## config.mk

```make
export PLATFORM = sky130hd
export DESIGN_NAME = date_holiday_weekday_classifier
export DESIGN_NICKNAME = d
export VERILOG_FILES = /design/src/rtl/dhwc_pkg.sv /design/src/rtl/dhwc_ctrl.sv /design/src/rtl/dhwc_easter.sv /design/src/rtl/dhwc_date.sv /design/src/rtl/date_holiday_weekday_classifier.sv
export SDC_FILE = /design/constraint.sdc
export NUM_CORES = 2
export LEC_CHECK = 0
export ABC_AREA = 1
export BUFFER_PORTS_ARGS = -buffer_cell sky130_fd_sc_hd__clkbuf_2
export CAP_MARGIN = 20
export CORE_MARGIN = 2
export CORE_UTILIZATION = 45
export CTS_CLUSTER_SIZE = 14
export DETAILED_ROUTE_END_ITERATION = 16
export PLACE_DENSITY = 0.61
export REMOVE_ABC_BUFFERS = 1
export SYNTH_ARGS = -nofsm -noshare
export SYNTH_HDL_FRONTEND = slang
export SYNTH_SLANG_ARGS = --single-unit
```

## constraint.sdc

```tcl
create_clock -name i_clk -period 8.1 [get_ports i_clk]
set_input_delay 2.43 -clock i_clk [delete_from_list [all_inputs] [get_ports i_clk]]
set_output_delay 2.43 -clock i_clk [all_outputs]
set_load 0.005 [all_outputs]
```

## src/rtl/dhwc_pkg.sv

```systemverilog
package dhwc_pkg;

    localparam int NSTG          = 7;
    localparam int HOLIDAY_SLOTS = 14;
    localparam int SLOT_W        = 9;
    localparam int HOL_W         = 63;
    localparam int CFG_IDX_W     = 1;
    localparam int CFG_DATA_W    = 63;

    localparam logic [CFG_IDX_W-1:0] CFG_HOL_A = 1'd0;
    localparam logic [CFG_IDX_W-1:0] CFG_HOL_B = 1'd1;

    localparam logic [3:0] CODE_HOLIDAY = 4'd8;

    localparam logic [12:0] DIV100_MUL = 13'd5243;
    localparam logic [15:0] DIV19_MUL  = 16'd55189;
    localparam logic [13:0] DIV7_MUL   = 14'd9363;
    localparam logic [10:0] DIV30_MUL  = 11'd1093;
    localparam logic [5:0]  DIV7S_MUL  = 6'd37;
    localparam logic [5:0]  DIV3_MUL   = 6'd43;

    typedef struct packed {
        logic [4:0]  day_in;
        logic [3:0]  month_in;
        logic [11:0] year_in;
    } t_in_beat;

    typedef struct packed {
        logic [3:0] class_code;
        logic [8:0] ordinal_day;
    } t_out_beat;

    typedef struct packed {
        logic [NSTG-1:0] adv;
    } t_pipe_ctl;

    typedef struct packed {
        logic                  we;
        logic [CFG_IDX_W-1:0]  idx;
        logic [CFG_DATA_W-1:0] wdata;
    } t_cfg_wr;

    function automatic logic [8:0] cum_days(input logic [3:0] month);
        logic [8:0] v;
        case (month)
            4'd0:    v = 9'd0;
            4'd1:    v = 9'd0;
            4'd2:    v = 9'd31;
            4'd3:    v = 9'd59;
            4'd4:    v = 9'd90;
            4'd5:    v = 9'd120;
            4'd6:    v = 9'd151;
            4'd7:    v = 9'd181;
            4'd8:    v = 9'd212;
            4'd9:    v = 9'd243;
            4'd10:   v = 9'd273;
            4'd11:   v = 9'd304;
            4'd12:   v = 9'd334;
            4'd13:   v = 9'd365;
            4'd14:   v = 9'd396;
            default: v = 9'd427;
        endcase
        return v;
    endfunction

    function automatic logic [5:0] month_term(input logic [3:0] month);
        logic [5:0] v;
        case (month)
            4'd0:    v = 6'd25;
            4'd1:    v = 6'd28;
            4'd2:    v = 6'd31;
            4'd3:    v = 6'd2;
            4'd4:    v = 6'd5;
            4'd5:    v = 6'd7;
            4'd6:    v = 6'd10;
            4'd7:    v = 6'd12;
            4'd8:    v = 6'd15;
            4'd9:    v = 6'd18;
            4'd10:   v = 6'd20;
            4'd11:   v = 6'd23;
            4'd12:   v = 6'd25;
            4'd13:   v = 6'd28;
            4'd14:   v = 6'd31;
            default: v = 6'd33;
        endcase
        return v;
    endfunction

endpackage

```

## src/rtl/dhwc_ctrl.sv

```systemverilog
module dhwc_ctrl (
    input  logic                 i_clk,
    input  logic                 i_rst_n,
    input  logic                 i_valid,
    input  logic                 i_stall,
    output logic                 o_stall,
    output logic                 o_valid,
    output dhwc_pkg::t_pipe_ctl  o_ctl
);

    logic [dhwc_pkg::NSTG-1:0] r_vld;
    logic [dhwc_pkg::NSTG-1:0] n_vld;
    logic [dhwc_pkg::NSTG-1:0] w_adv;

    always_comb begin
        w_adv[dhwc_pkg::NSTG-1] = !r_vld[dhwc_pkg::NSTG-1] || !i_stall;
        for (int k = dhwc_pkg::NSTG - 2; k >= 0; k--) begin
            w_adv[k] = !r_vld[k] || w_adv[k+1];
        end
    end

    always_comb begin
        n_vld = r_vld;
        if (w_adv[0]) begin
            n_vld[0] = i_valid;
        end
        for (int k = 1; k < dhwc_pkg::NSTG; k++) begin
            if (w_adv[k]) begin
                n_vld[k] = r_vld[k-1];
            end
        end
    end

    always_ff @(posedge i_clk) begin
        if (!i_rst_n) begin
            r_vld <= '0;
        end else begin
            r_vld <= n_vld;
        end
    end

    assign o_ctl.adv = w_adv;
    assign o_stall   = !w_adv[0];
    assign o_valid   = r_vld[dhwc_pkg::NSTG-1];

endmodule

```

## src/rtl/dhwc_easter.sv

```systemverilog
module dhwc_easter (
    input  logic                 i_clk,
    input  dhwc_pkg::t_pipe_ctl  i_ctl,
    input  logic [11:0]          i_year,
    output logic                 o_leap,
    output logic [6:0]           o_east
);

    // stage 1
    logic [24:0] w_cent_prod;
    logic [27:0] w_q19_prod;
    logic [11:0] r1_year;
    logic [5:0]  r1_cent;
    logic [7:0]  r1_q19;

    assign w_cent_prod = 25'(i_year) * 25'(dhwc_pkg::DIV100_MUL);
    assign w_q19_prod  = 28'(i_year) * 28'(dhwc_pkg::DIV19_MUL);

    always_ff @(posedge i_clk) begin
        if (i_ctl.adv[0]) begin
            r1_year <= i_year;
            r1_cent <= w_cent_prod[24:19];
            r1_q19  <= w_q19_prod[27:20];
        end
    end

    // stage 2
    logic [11:0] w_a_diff;
    logic [11:0] w_yc_diff;
    logic [5:0]  w_gx;
    logic [11:0] w_g_prod;
    logic [4:0]  r2_a;
    logic [6:0]  r2_yc;
    logic [5:0]  r2_cent;
    logic [3:0]  r2_g;
    logic        r2_leap;

    assign w_a_diff  = r1_year - 12'(r1_q19 * 12'd19);
    assign w_yc_diff = r1_year - 12'(r1_cent * 12'd100);
    assign w_gx      = r1_cent + 6'd1 - ((r1_cent >= 6'd17) ? 6'd1 : 6'd0);
    assign w_g_prod  = 12'(w_gx) * 12'(dhwc_pkg::DIV3_MUL);

    always_ff @(posedge i_clk) begin
        if (i_ctl.adv[1]) begin
            r2_a    <= w_a_diff[4:0];
            r2_yc   <= w_yc_diff[6:0];
            r2_cent <= r1_cent;
            r2_g    <= w_g_prod[10:7];
            r2_leap <= (w_yc_diff[6:0] == 7'd0) ? (r1_cent[1:0] == 2'd0)
                                                : (r1_year[1:0] == 2'd0);
        end
    end

    assign o_leap = r2_leap;

    // stage 3
    logic [8:0] r3_hsum;
    logic [6:0] r3_t;
    logic [4:0] r3_a;
    logic       r3_leap;

    always_ff @(posedge i_clk) begin
        if (i_ctl.adv[2]) begin
            r3_hsum <= 9'(r2_a * 9'd19) + 9'(r2_cent) - 9'(r2_cent[5:2]) - 9'(r2_g)
                       + 9'd15;
            r3_t    <= 7'd32 + 7'({r2_cent[1:0], 1'b0}) + 7'({r2_yc[6:2], 1'b0})
                       - 7'(r2_yc[1:0]);
            r3_a    <= r2_a;
            r3_leap <= r2_leap;
        end
    end

    // stage 4
    logic [18:0] w_q30_prod;
    logic [8:0]  w_h_diff;
    logic [4:0]  r4_h;
    logic [6:0]  r4_t;
    logic [4:0]  r4_a;
    logic        r4_leap;

    assign w_q30_prod = 19'(r3_hsum) * 19'(dhwc_pkg::DIV30_MUL);
    assign w_h_diff   = r3_hsum - 9'(w_q30_prod[18:15] * 9'd30);

    always_ff @(posedge i_clk) begin
        if (i_ctl.adv[3]) begin
            r4_h    <= w_h_diff[4:0];
            r4_t    <= r3_t;
            r4_a    <= r3_a;
            r4_leap <= r3_leap;
        end
    end

    // stage 5
    logic [6:0]  w_lx;
    logic [11:0] w_q7_prod;
    logic [6:0]  w_l_diff;
    logic [2:0]  r5_l;
    logic [4:0]  r5_h;
    logic [4:0]  r5_a;
    logic        r5_leap;

    assign w_lx      = r4_t - 7'(r4_h);
    assign w_q7_prod = 12'(w_lx) * 12'(dhwc_pkg::DIV7S_MUL);
    assign w_l_diff  = w_lx - 7'(w_q7_prod[11:8] * 7'd7);

    always_ff @(posedge i_clk) begin
        if (i_ctl.adv[4]) begin
            r5_l    <= w_l_diff[2:0];
            r5_h    <= r4_h;
            r5_a    <= r4_a;
            r5_leap <= r4_leap;
        end
    end

    // stage 6
    logic [8:0] w_msum;
    logic       w_m;
    logic [6:0] r6_east;

    assign w_msum = 9'(r5_a) + 9'(r5_h * 9'd11) + 9'(r5_l * 9'd22);
    assign w_m    = (w_msum >= 9'd451);

    always_ff @(posedge i_clk) begin
        if (i_ctl.adv[5]) begin
            r6_east <= 7'(r5_h) + 7'(r5_l) + 7'd81 + 7'(r5_leap) - (w_m ? 7'd7 : 7'd0);
        end
    end

    assign o_east = r6_east;

endmodule

```

## src/rtl/dhwc_date.sv

```systemverilog
module dhwc_date (
    input  logic                 i_clk,
    input  logic                 i_rst_n,
    input  dhwc_pkg::t_pipe_ctl  i_ctl,
    input  dhwc_pkg::t_cfg_wr    i_cfg,
    input  dhwc_pkg::t_in_beat   i_data,
    input  logic                 i_leap,
    output logic [8:0]           o_ord,
    output logic [3:0]           o_wd,
    output logic                 o_fixed
);

    logic [dhwc_pkg::HOL_W-1:0] r_hol_a;
    logic [dhwc_pkg::HOL_W-1:0] r_hol_b;

    always_ff @(posedge i_clk) begin
        if (!i_rst_n) begin
            r_hol_a <= '0;
            r_hol_b <= '0;
        end else if (i_cfg.we) begin
            case (i_cfg.idx)
                dhwc_pkg::CFG_HOL_A: r_hol_a <= i_cfg.wdata[dhwc_pkg::HOL_W-1:0];
                dhwc_pkg::CFG_HOL_B: r_hol_b <= i_cfg.wdata[dhwc_pkg::HOL_W-1:0];
                default: ;
            endcase
        end
    end

    // stage 1
    logic [2*dhwc_pkg::HOL_W-1:0] w_tab;
    logic [dhwc_pkg::SLOT_W-1:0]  w_ent;
    logic                         w_hit;
    logic                         w_shift;
    logic [12:0]                  w_wy;
    logic [25:0]                  w_wc_prod;

    assign w_tab = {r_hol_b, r_hol_a};

    always_comb begin
        w_hit = 1'b0;
        w_ent = '0;
        for (int k = 0; k < dhwc_pkg::HOLIDAY_SLOTS; k++) begin
            w_ent = w_tab[k*dhwc_pkg::SLOT_W +: dhwc_pkg::SLOT_W];
            if (w_ent[4:0] != 5'd0 && w_ent[4:0] == i_data.day_in
                && w_ent[8:5] == i_data.month_in) begin
                w_hit = 1'b1;
            end
        end
    end

    assign w_shift   = (i_data.month_in <= 4'd2);
    assign w_wy      = 13'(i_data.year_in) + 13'd400 - 13'(w_shift);
    assign w_wc_prod = 26'(w_wy) * 26'(dhwc_pkg::DIV100_MUL);

    logic [4:0]  r1_day;
    logic [3:0]  r1_month;
    logic        r1_fixed;
    logic [12:0] r1_wy;
    logic [5:0]  r1_wc;

    always_ff @(posedge i_clk) begin
        if (i_ctl.adv[0]) begin
            r1_day   <= i_data.day_in;
            r1_month <= i_data.month_in;
            r1_fixed <= w_hit;
            r1_wy    <= w_wy;
            r1_wc    <= w_wc_prod[24:19];
        end
    end

    // stage 2
    logic [12:0] r2_wsum;
    logic [8:0]  r2_ord;
    logic        r2_late;
    logic        r2_fixed;

    always_ff @(posedge i_clk) begin
        if (i_ctl.adv[1]) begin
            r2_wsum  <= 13'(r1_day) + r1_wy + 13'(r1_wy[12:2]) - 13'(r1_wc)
                        + 13'(r1_wc[5:2]) + 13'(dhwc_pkg::month_term(r1_month));
            r2_ord   <= dhwc_pkg::cum_days(r1_month) + 9'(r1_day);
            r2_late  <= (r1_month >= 4'd3);
            r2_fixed <= r1_fixed;
        end
    end

    // stage 3
    logic [25:0] w_q7_prod;
    logic [12:0] r3_wsum;
    logic [9:0]  r3_q7;
    logic [8:0]  r3_ord;
    logic        r3_fixed;

    assign w_q7_prod = 26'(r2_wsum) * 26'(dhwc_pkg::DIV7_MUL);

    always_ff @(posedge i_clk) begin
        if (i_ctl.adv[2]) begin
            r3_wsum  <= r2_wsum;
            r3_q7    <= w_q7_prod[25:16];
            r3_ord   <= r2_ord + 9'(r2_late & i_leap);
            r3_fixed <= r2_fixed;
        end
    end

    // stage 4
    logic [12:0] w_rem;
    logic [3:0]  r4_wd;
    logic [8:0]  r4_ord;
    logic        r4_fixed;

    assign w_rem = r3_wsum - 13'(r3_q7 * 13'd7);

    always_ff @(posedge i_clk) begin
        if (i_ctl.adv[3]) begin
            r4_wd    <= 4'(w_rem[2:0]) + 4'd1;
            r4_ord   <= r3_ord;
            r4_fixed <= r3_fixed;
        end
    end

    // stages 5 and 6: hold alongside the Easter path
    logic [3:0] r5_wd;
    logic [8:0] r5_ord;
    logic       r5_fixed;
    logic [3:0] r6_wd;
    logic [8:0] r6_ord;
    logic       r6_fixed;

    always_ff @(posedge i_clk) begin
        if (i_ctl.adv[4]) begin
            r5_wd    <= r4_wd;
            r5_ord   <= r4_ord;
            r5_fixed <= r4_fixed;
        end
        if (i_ctl.adv[5]) begin
            r6_wd    <= r5_wd;
            r6_ord   <= r5_ord;
            r6_fixed <= r5_fixed;
        end
    end

    assign o_ord   = r6_ord;
    assign o_wd    = r6_wd;
    assign o_fixed = r6_fixed;

endmodule

```

## src/rtl/date_holiday_weekday_classifier.sv

```systemverilog
// Date classifier: holiday flag or weekday, plus day of year.
//
// Input channel: i_valid / o_stall with i_data (day, month, year). A beat is
// taken at a rising edge with i_valid high and o_stall low.
// Output channel: o_valid / i_stall with o_data (class_code, ordinal_day).
// class_code is 8 for a fixed holiday from the table or an Easter-related
// day, else the weekday, 1 for Sunday through 7 for Saturday.
// Configuration: i_cfg_we, i_cfg_idx, i_cfg_wdata write the two holiday
// table words (seven 9-bit day/month slots each, day zero marks a free
// slot). Write them only while no beat is in flight.
// From input beat to output beat there are six datapath stages (division by
// constants as reciprocal multiplies, Easter chain) and one output register.
// Throughput is one beat per cycle while i_stall does not hold the output.
// Reset clears all stage valid bits and both table words; o_valid and
// o_stall are low after reset.
// When i_stall holds an output beat, stages behind it keep filling; o_stall
// rises only once every stage holds a beat.
module date_holiday_weekday_classifier (
    input  logic                               i_clk,
    input  logic                               i_rst_n,
    input  logic                               i_valid,
    output logic                               o_stall,
    input  dhwc_pkg::t_in_beat                 i_data,
    output logic                               o_valid,
    input  logic                               i_stall,
    output dhwc_pkg::t_out_beat                o_data,
    input  logic                               i_cfg_we,
    input  logic [dhwc_pkg::CFG_IDX_W-1:0]     i_cfg_idx,
    input  logic [dhwc_pkg::CFG_DATA_W-1:0]    i_cfg_wdata
);

    dhwc_pkg::t_pipe_ctl w_ctl;
    dhwc_pkg::t_cfg_wr   w_cfg;
    logic                w_leap;
    logic [6:0]          w_east;
    logic [8:0]          w_ord;
    logic [3:0]          w_wd;
    logic                w_fixed;

    assign w_cfg.we    = i_cfg_we;
    assign w_cfg.idx   = i_cfg_idx;
    assign w_cfg.wdata = i_cfg_wdata;

    dhwc_ctrl u_ctrl (
        .i_clk   (i_clk),
        .i_rst_n (i_rst_n),
        .i_valid (i_valid),
        .i_stall (i_stall),
        .o_stall (o_stall),
        .o_valid (o_valid),
        .o_ctl   (w_ctl)
    );

    dhwc_easter u_easter (
        .i_clk  (i_clk),
        .i_ctl  (w_ctl),
        .i_year (i_data.year_in),
        .o_leap (w_leap),
        .o_east (w_east)
    );

    dhwc_date u_date (
        .i_clk   (i_clk),
        .i_rst_n (i_rst_n),
        .i_ctl   (w_ctl),
        .i_cfg   (w_cfg),
        .i_data  (i_data),
        .i_leap  (w_leap),
        .o_ord   (w_ord),
        .o_wd    (w_wd),
        .o_fixed (w_fixed)
    );

    logic [9:0]          w_ord_x;
    logic [9:0]          w_east_x;
    logic                w_easter_hit;
    dhwc_pkg::t_out_beat r_out;

    assign w_ord_x      = 10'(w_ord);
    assign w_east_x     = 10'(w_east);
    assign w_easter_hit = (w_ord_x == w_east_x) || (w_ord_x + 10'd1 == w_east_x)
                          || (w_ord_x + 10'd2 == w_east_x)
                          || (w_ord_x == w_east_x + 10'd60);

    always_ff @(posedge i_clk) begin
        if (w_ctl.adv[dhwc_pkg::NSTG-1]) begin
            r_out.class_code  <= (w_fixed || w_easter_hit) ? dhwc_pkg::CODE_HOLIDAY : w_wd;
            r_out.ordinal_day <= w_ord;
        end
    end

    assign o_data = r_out;

endmodule

```

==> metrics.txt <==
status=complete, no violations; DRT iter0 DRCs=between 1000 and 1500; total wire length=between 70000 and 80000 um; die width=around 280 um; share of the synthesized area in the top cell type=20.4%; Synth Area per Inst=between 8 and 9 um^2; DRC=0; min-delay worst type=reg -> reg; commonest cells in the netlist=782 x inv_1, 511 x ha_1, 485 x nand2_1; R2R cell count=24; Worst setup endpoint=u_date.r1_wc[5]; Setup crit start kind=input pin; Routed Antenna Nets=0; via count=24100; Avg WL per Cell=14.8 um; Post-synth EDFFs=about 230; Port-buffer cells=approximately 100; yosys warns=0; critical-path cell with the highest stage delay=fa_1; Synth cell types=44; drt pass-1 iters=7; worst r2r src=u_easter.r5_l[1]; H-tree levels=2; async set-reset flop share out of synthesis=0%; post-DR vias/cell=about 4.9; CP peak stage delay=roughly 0.54 ns; fillers=between 6000 and 7000; vias in the first global route=between 20000 and 25000; maximum capacitance violations=0; worst clock skew=between 0.03 and 0.04 ns; initial antenna violation count=1; Setup TNS=0 ns; Setup Viol. Count Final=0; clock-pin slew on the worst setup and hold paths=about 0.06 ns; root buffer cell=clkbuf_16; Clock Latency Late Sink=0.58 ns; reg2reg end=u_easter.o_east[5]; All-Layer GR Usage=between 10% and 20%; CTS tree=done; CP Launch Point=i_data[12]; crit-path max FO=3; dominant synthesized flop cell=edfxtp_1; I/O pins=105; CP dominant cell by count=inv_1; Final Util=50.8%; clock sinks=374; Tmin final=roughly 7.7 ns; CTS max path bufs=3; Worst Path Arrival=just over 8 ns; core area=about 0.073 mm^2; Initial Utilization=45.5%; Final GP Congestion=0.921; most frequent cell after synthesis=inv_1; Cell Area, Synth=0.0332 mm^2; global route overflow=0; Die Height=between 200 and 300 um; cts hold-fix bufs=0; Yosys reg bits=approximately 370; Std-Cell Rows=99; CP endpoint kind=flip-flop; total CTS buffers=between 40 and 50; largest area contributor in the netlist=edfxtp_1; worst path required time=approximately 8.4 ns; hold_ws=approximately 0.4 ns; Reg2Reg Setup Slack=2.01 ns; DP Wirelength=58000 um; worst-margin pin slew=0.981 ns; die area=around 0.076 mm^2; slew margin rel.=34.6%; nets@finish=about 4800; dominant cells by area after synthesis=edfxtp_1 20%, ha_1 19%, fa_1 16%; sequential share of the synthesized area=between 20 and 30%; Max Fclk=between 100 and 150 MHz; Area Growth Syn to Fin=11.6%; first-pass GRT wire length=roughly 120000 um; Period Utilization, post-route=between 90% and 100%; Post-Synthesis Cells=about 3700; share of layout cells above drive strength 1=about 8.4%; Final Max Slew Viols=0; largest net degree at the start of global routing=roughly 110; final hold vios=0; Setup CP Type=in -> reg
-- layer usage --
layer  wire length, um  GRT usage, %  vias to the layer above
li1                  -             -                    12300
met1             34300          26.8                    11300
met2             34200          33.0                      377
met3              2290          2.02                      107
met4              1830          5.79                        0
met5                 0             0                        -
-- cell usage in the layout (no fill, tap or decap), types with 127 or more instances in the layout --
cell / synthesis / layout
a21oi_1: 171 / 167
dfxtp_1: 148 / 148
edfxtp_1: 226 / 226
fa_1: 263 / 262
ha_1: 511 / 505
inv_1: 782 / 778
nand2_1: 485 / 479
nand3_1: 127 / 127
nor2_1: 345 / 343
o21ai_0: 195 / 194
-- what timing repair did --
item	in CTS	in global routing
buffers inserted	0	1
setup endpoints to repair	0	6
gates resized for setup	0	31
-- cell type report --
type	count	area, um^2	share of cell area, %
clock inverters	19	225	0.608
well taps	959	1200	3.24
multi-input cells	2485	20400	55.0
inverters	787	2950	7.97
clock buffers	59	1190	3.20
flip-flops and latches	374	9750	26.3
repair buffers	212	1340	3.61
diodes	1	2.50	0.00676
-- sequential cells by signal, indices dropped and copies added, names as in the netlist, 6 cells and up, named ones only --
register          cells
u_date.r1_wc          6
u_easter.o_east       7
u_date.r2_ord         9
u_date.r_hol_a       63
u_easter.r1_cent      6
u_date.r3_ord         9
u_easter.r4_t         7
u_easter.r2_yc        7
u_easter.r3_hsum      9
u_date.r2_wsum       13
o_data               13
u_date.r4_ord         9
u_date.o_ord          9
u_date.r_hol_b       63
u_date.r1_wy         13
u_ctrl.r_vld          7
u_easter.r3_t         7
u_date.r5_ord         9
u_easter.r2_cent      6
u_easter.r1_year      7
-- worst min path at each step --
stage | from | endpoint | depth (start not counted)
2_1_floorplan | u_date.r5_fixed | u_date.o_fixed | 0
3_3_place_gp | u_date.r3_ord[3] | u_date.r4_ord[3] | 0
3_5_place_dp | u_date.r5_ord[3] | u_date.o_ord[3] | 0
4_1_cts | u_date.r3_ord[8] | u_date.r4_ord[8] | 0
5_1_grt | u_date.r3_fixed | u_date.r4_fixed | 0
6_report | u_date.r3_ord[8] | u_date.r4_ord[8] | 0
-- critical path: cells and delay by family --
kind	cells	cell delay, ns
AOI/OAI and AO/OA	4	0.53
adders and majority gates	9	3.23
buffers and inverters	14	0.95
and+or+nand+nor	11	0.94
-- cell families (layout without fill, tap and decap cells) --
| kind of cell | Yosys count | in the layout | synth area share, % |
|---|---|---|---|
| AO/OA/AOI/OAI | 462 | 462 | 7.53 |
| XOR/XNOR | 189 | 189 | 4.99 |
| adder cells (fa/ha/maj) | 774 | 774 | 35.1 |
| buffers and inverters | 848 | 1077 | 9.70 |
| flip-flops | 374 | 374 | 29.4 |
| other | 0 | 1 | 0 |
| AND/OR/NAND/NOR | 1060 | 1060 | 13.3 |
-- per-stage QoR --
step,cell area [um^2],setup WS [ns],cells
after floorplan,32900,-0.193,3646
after global placement,35500,-0.424,4816
after detailed placement,35500,-0.551,4816
after CTS,36900,0.0362,4894
after global routing,37000,-0.00730,4896
final,37000,0.351,4896
Power is not shown: default switching activity piles up to over one toggle a cycle in this logic, so the estimate is an artifact.
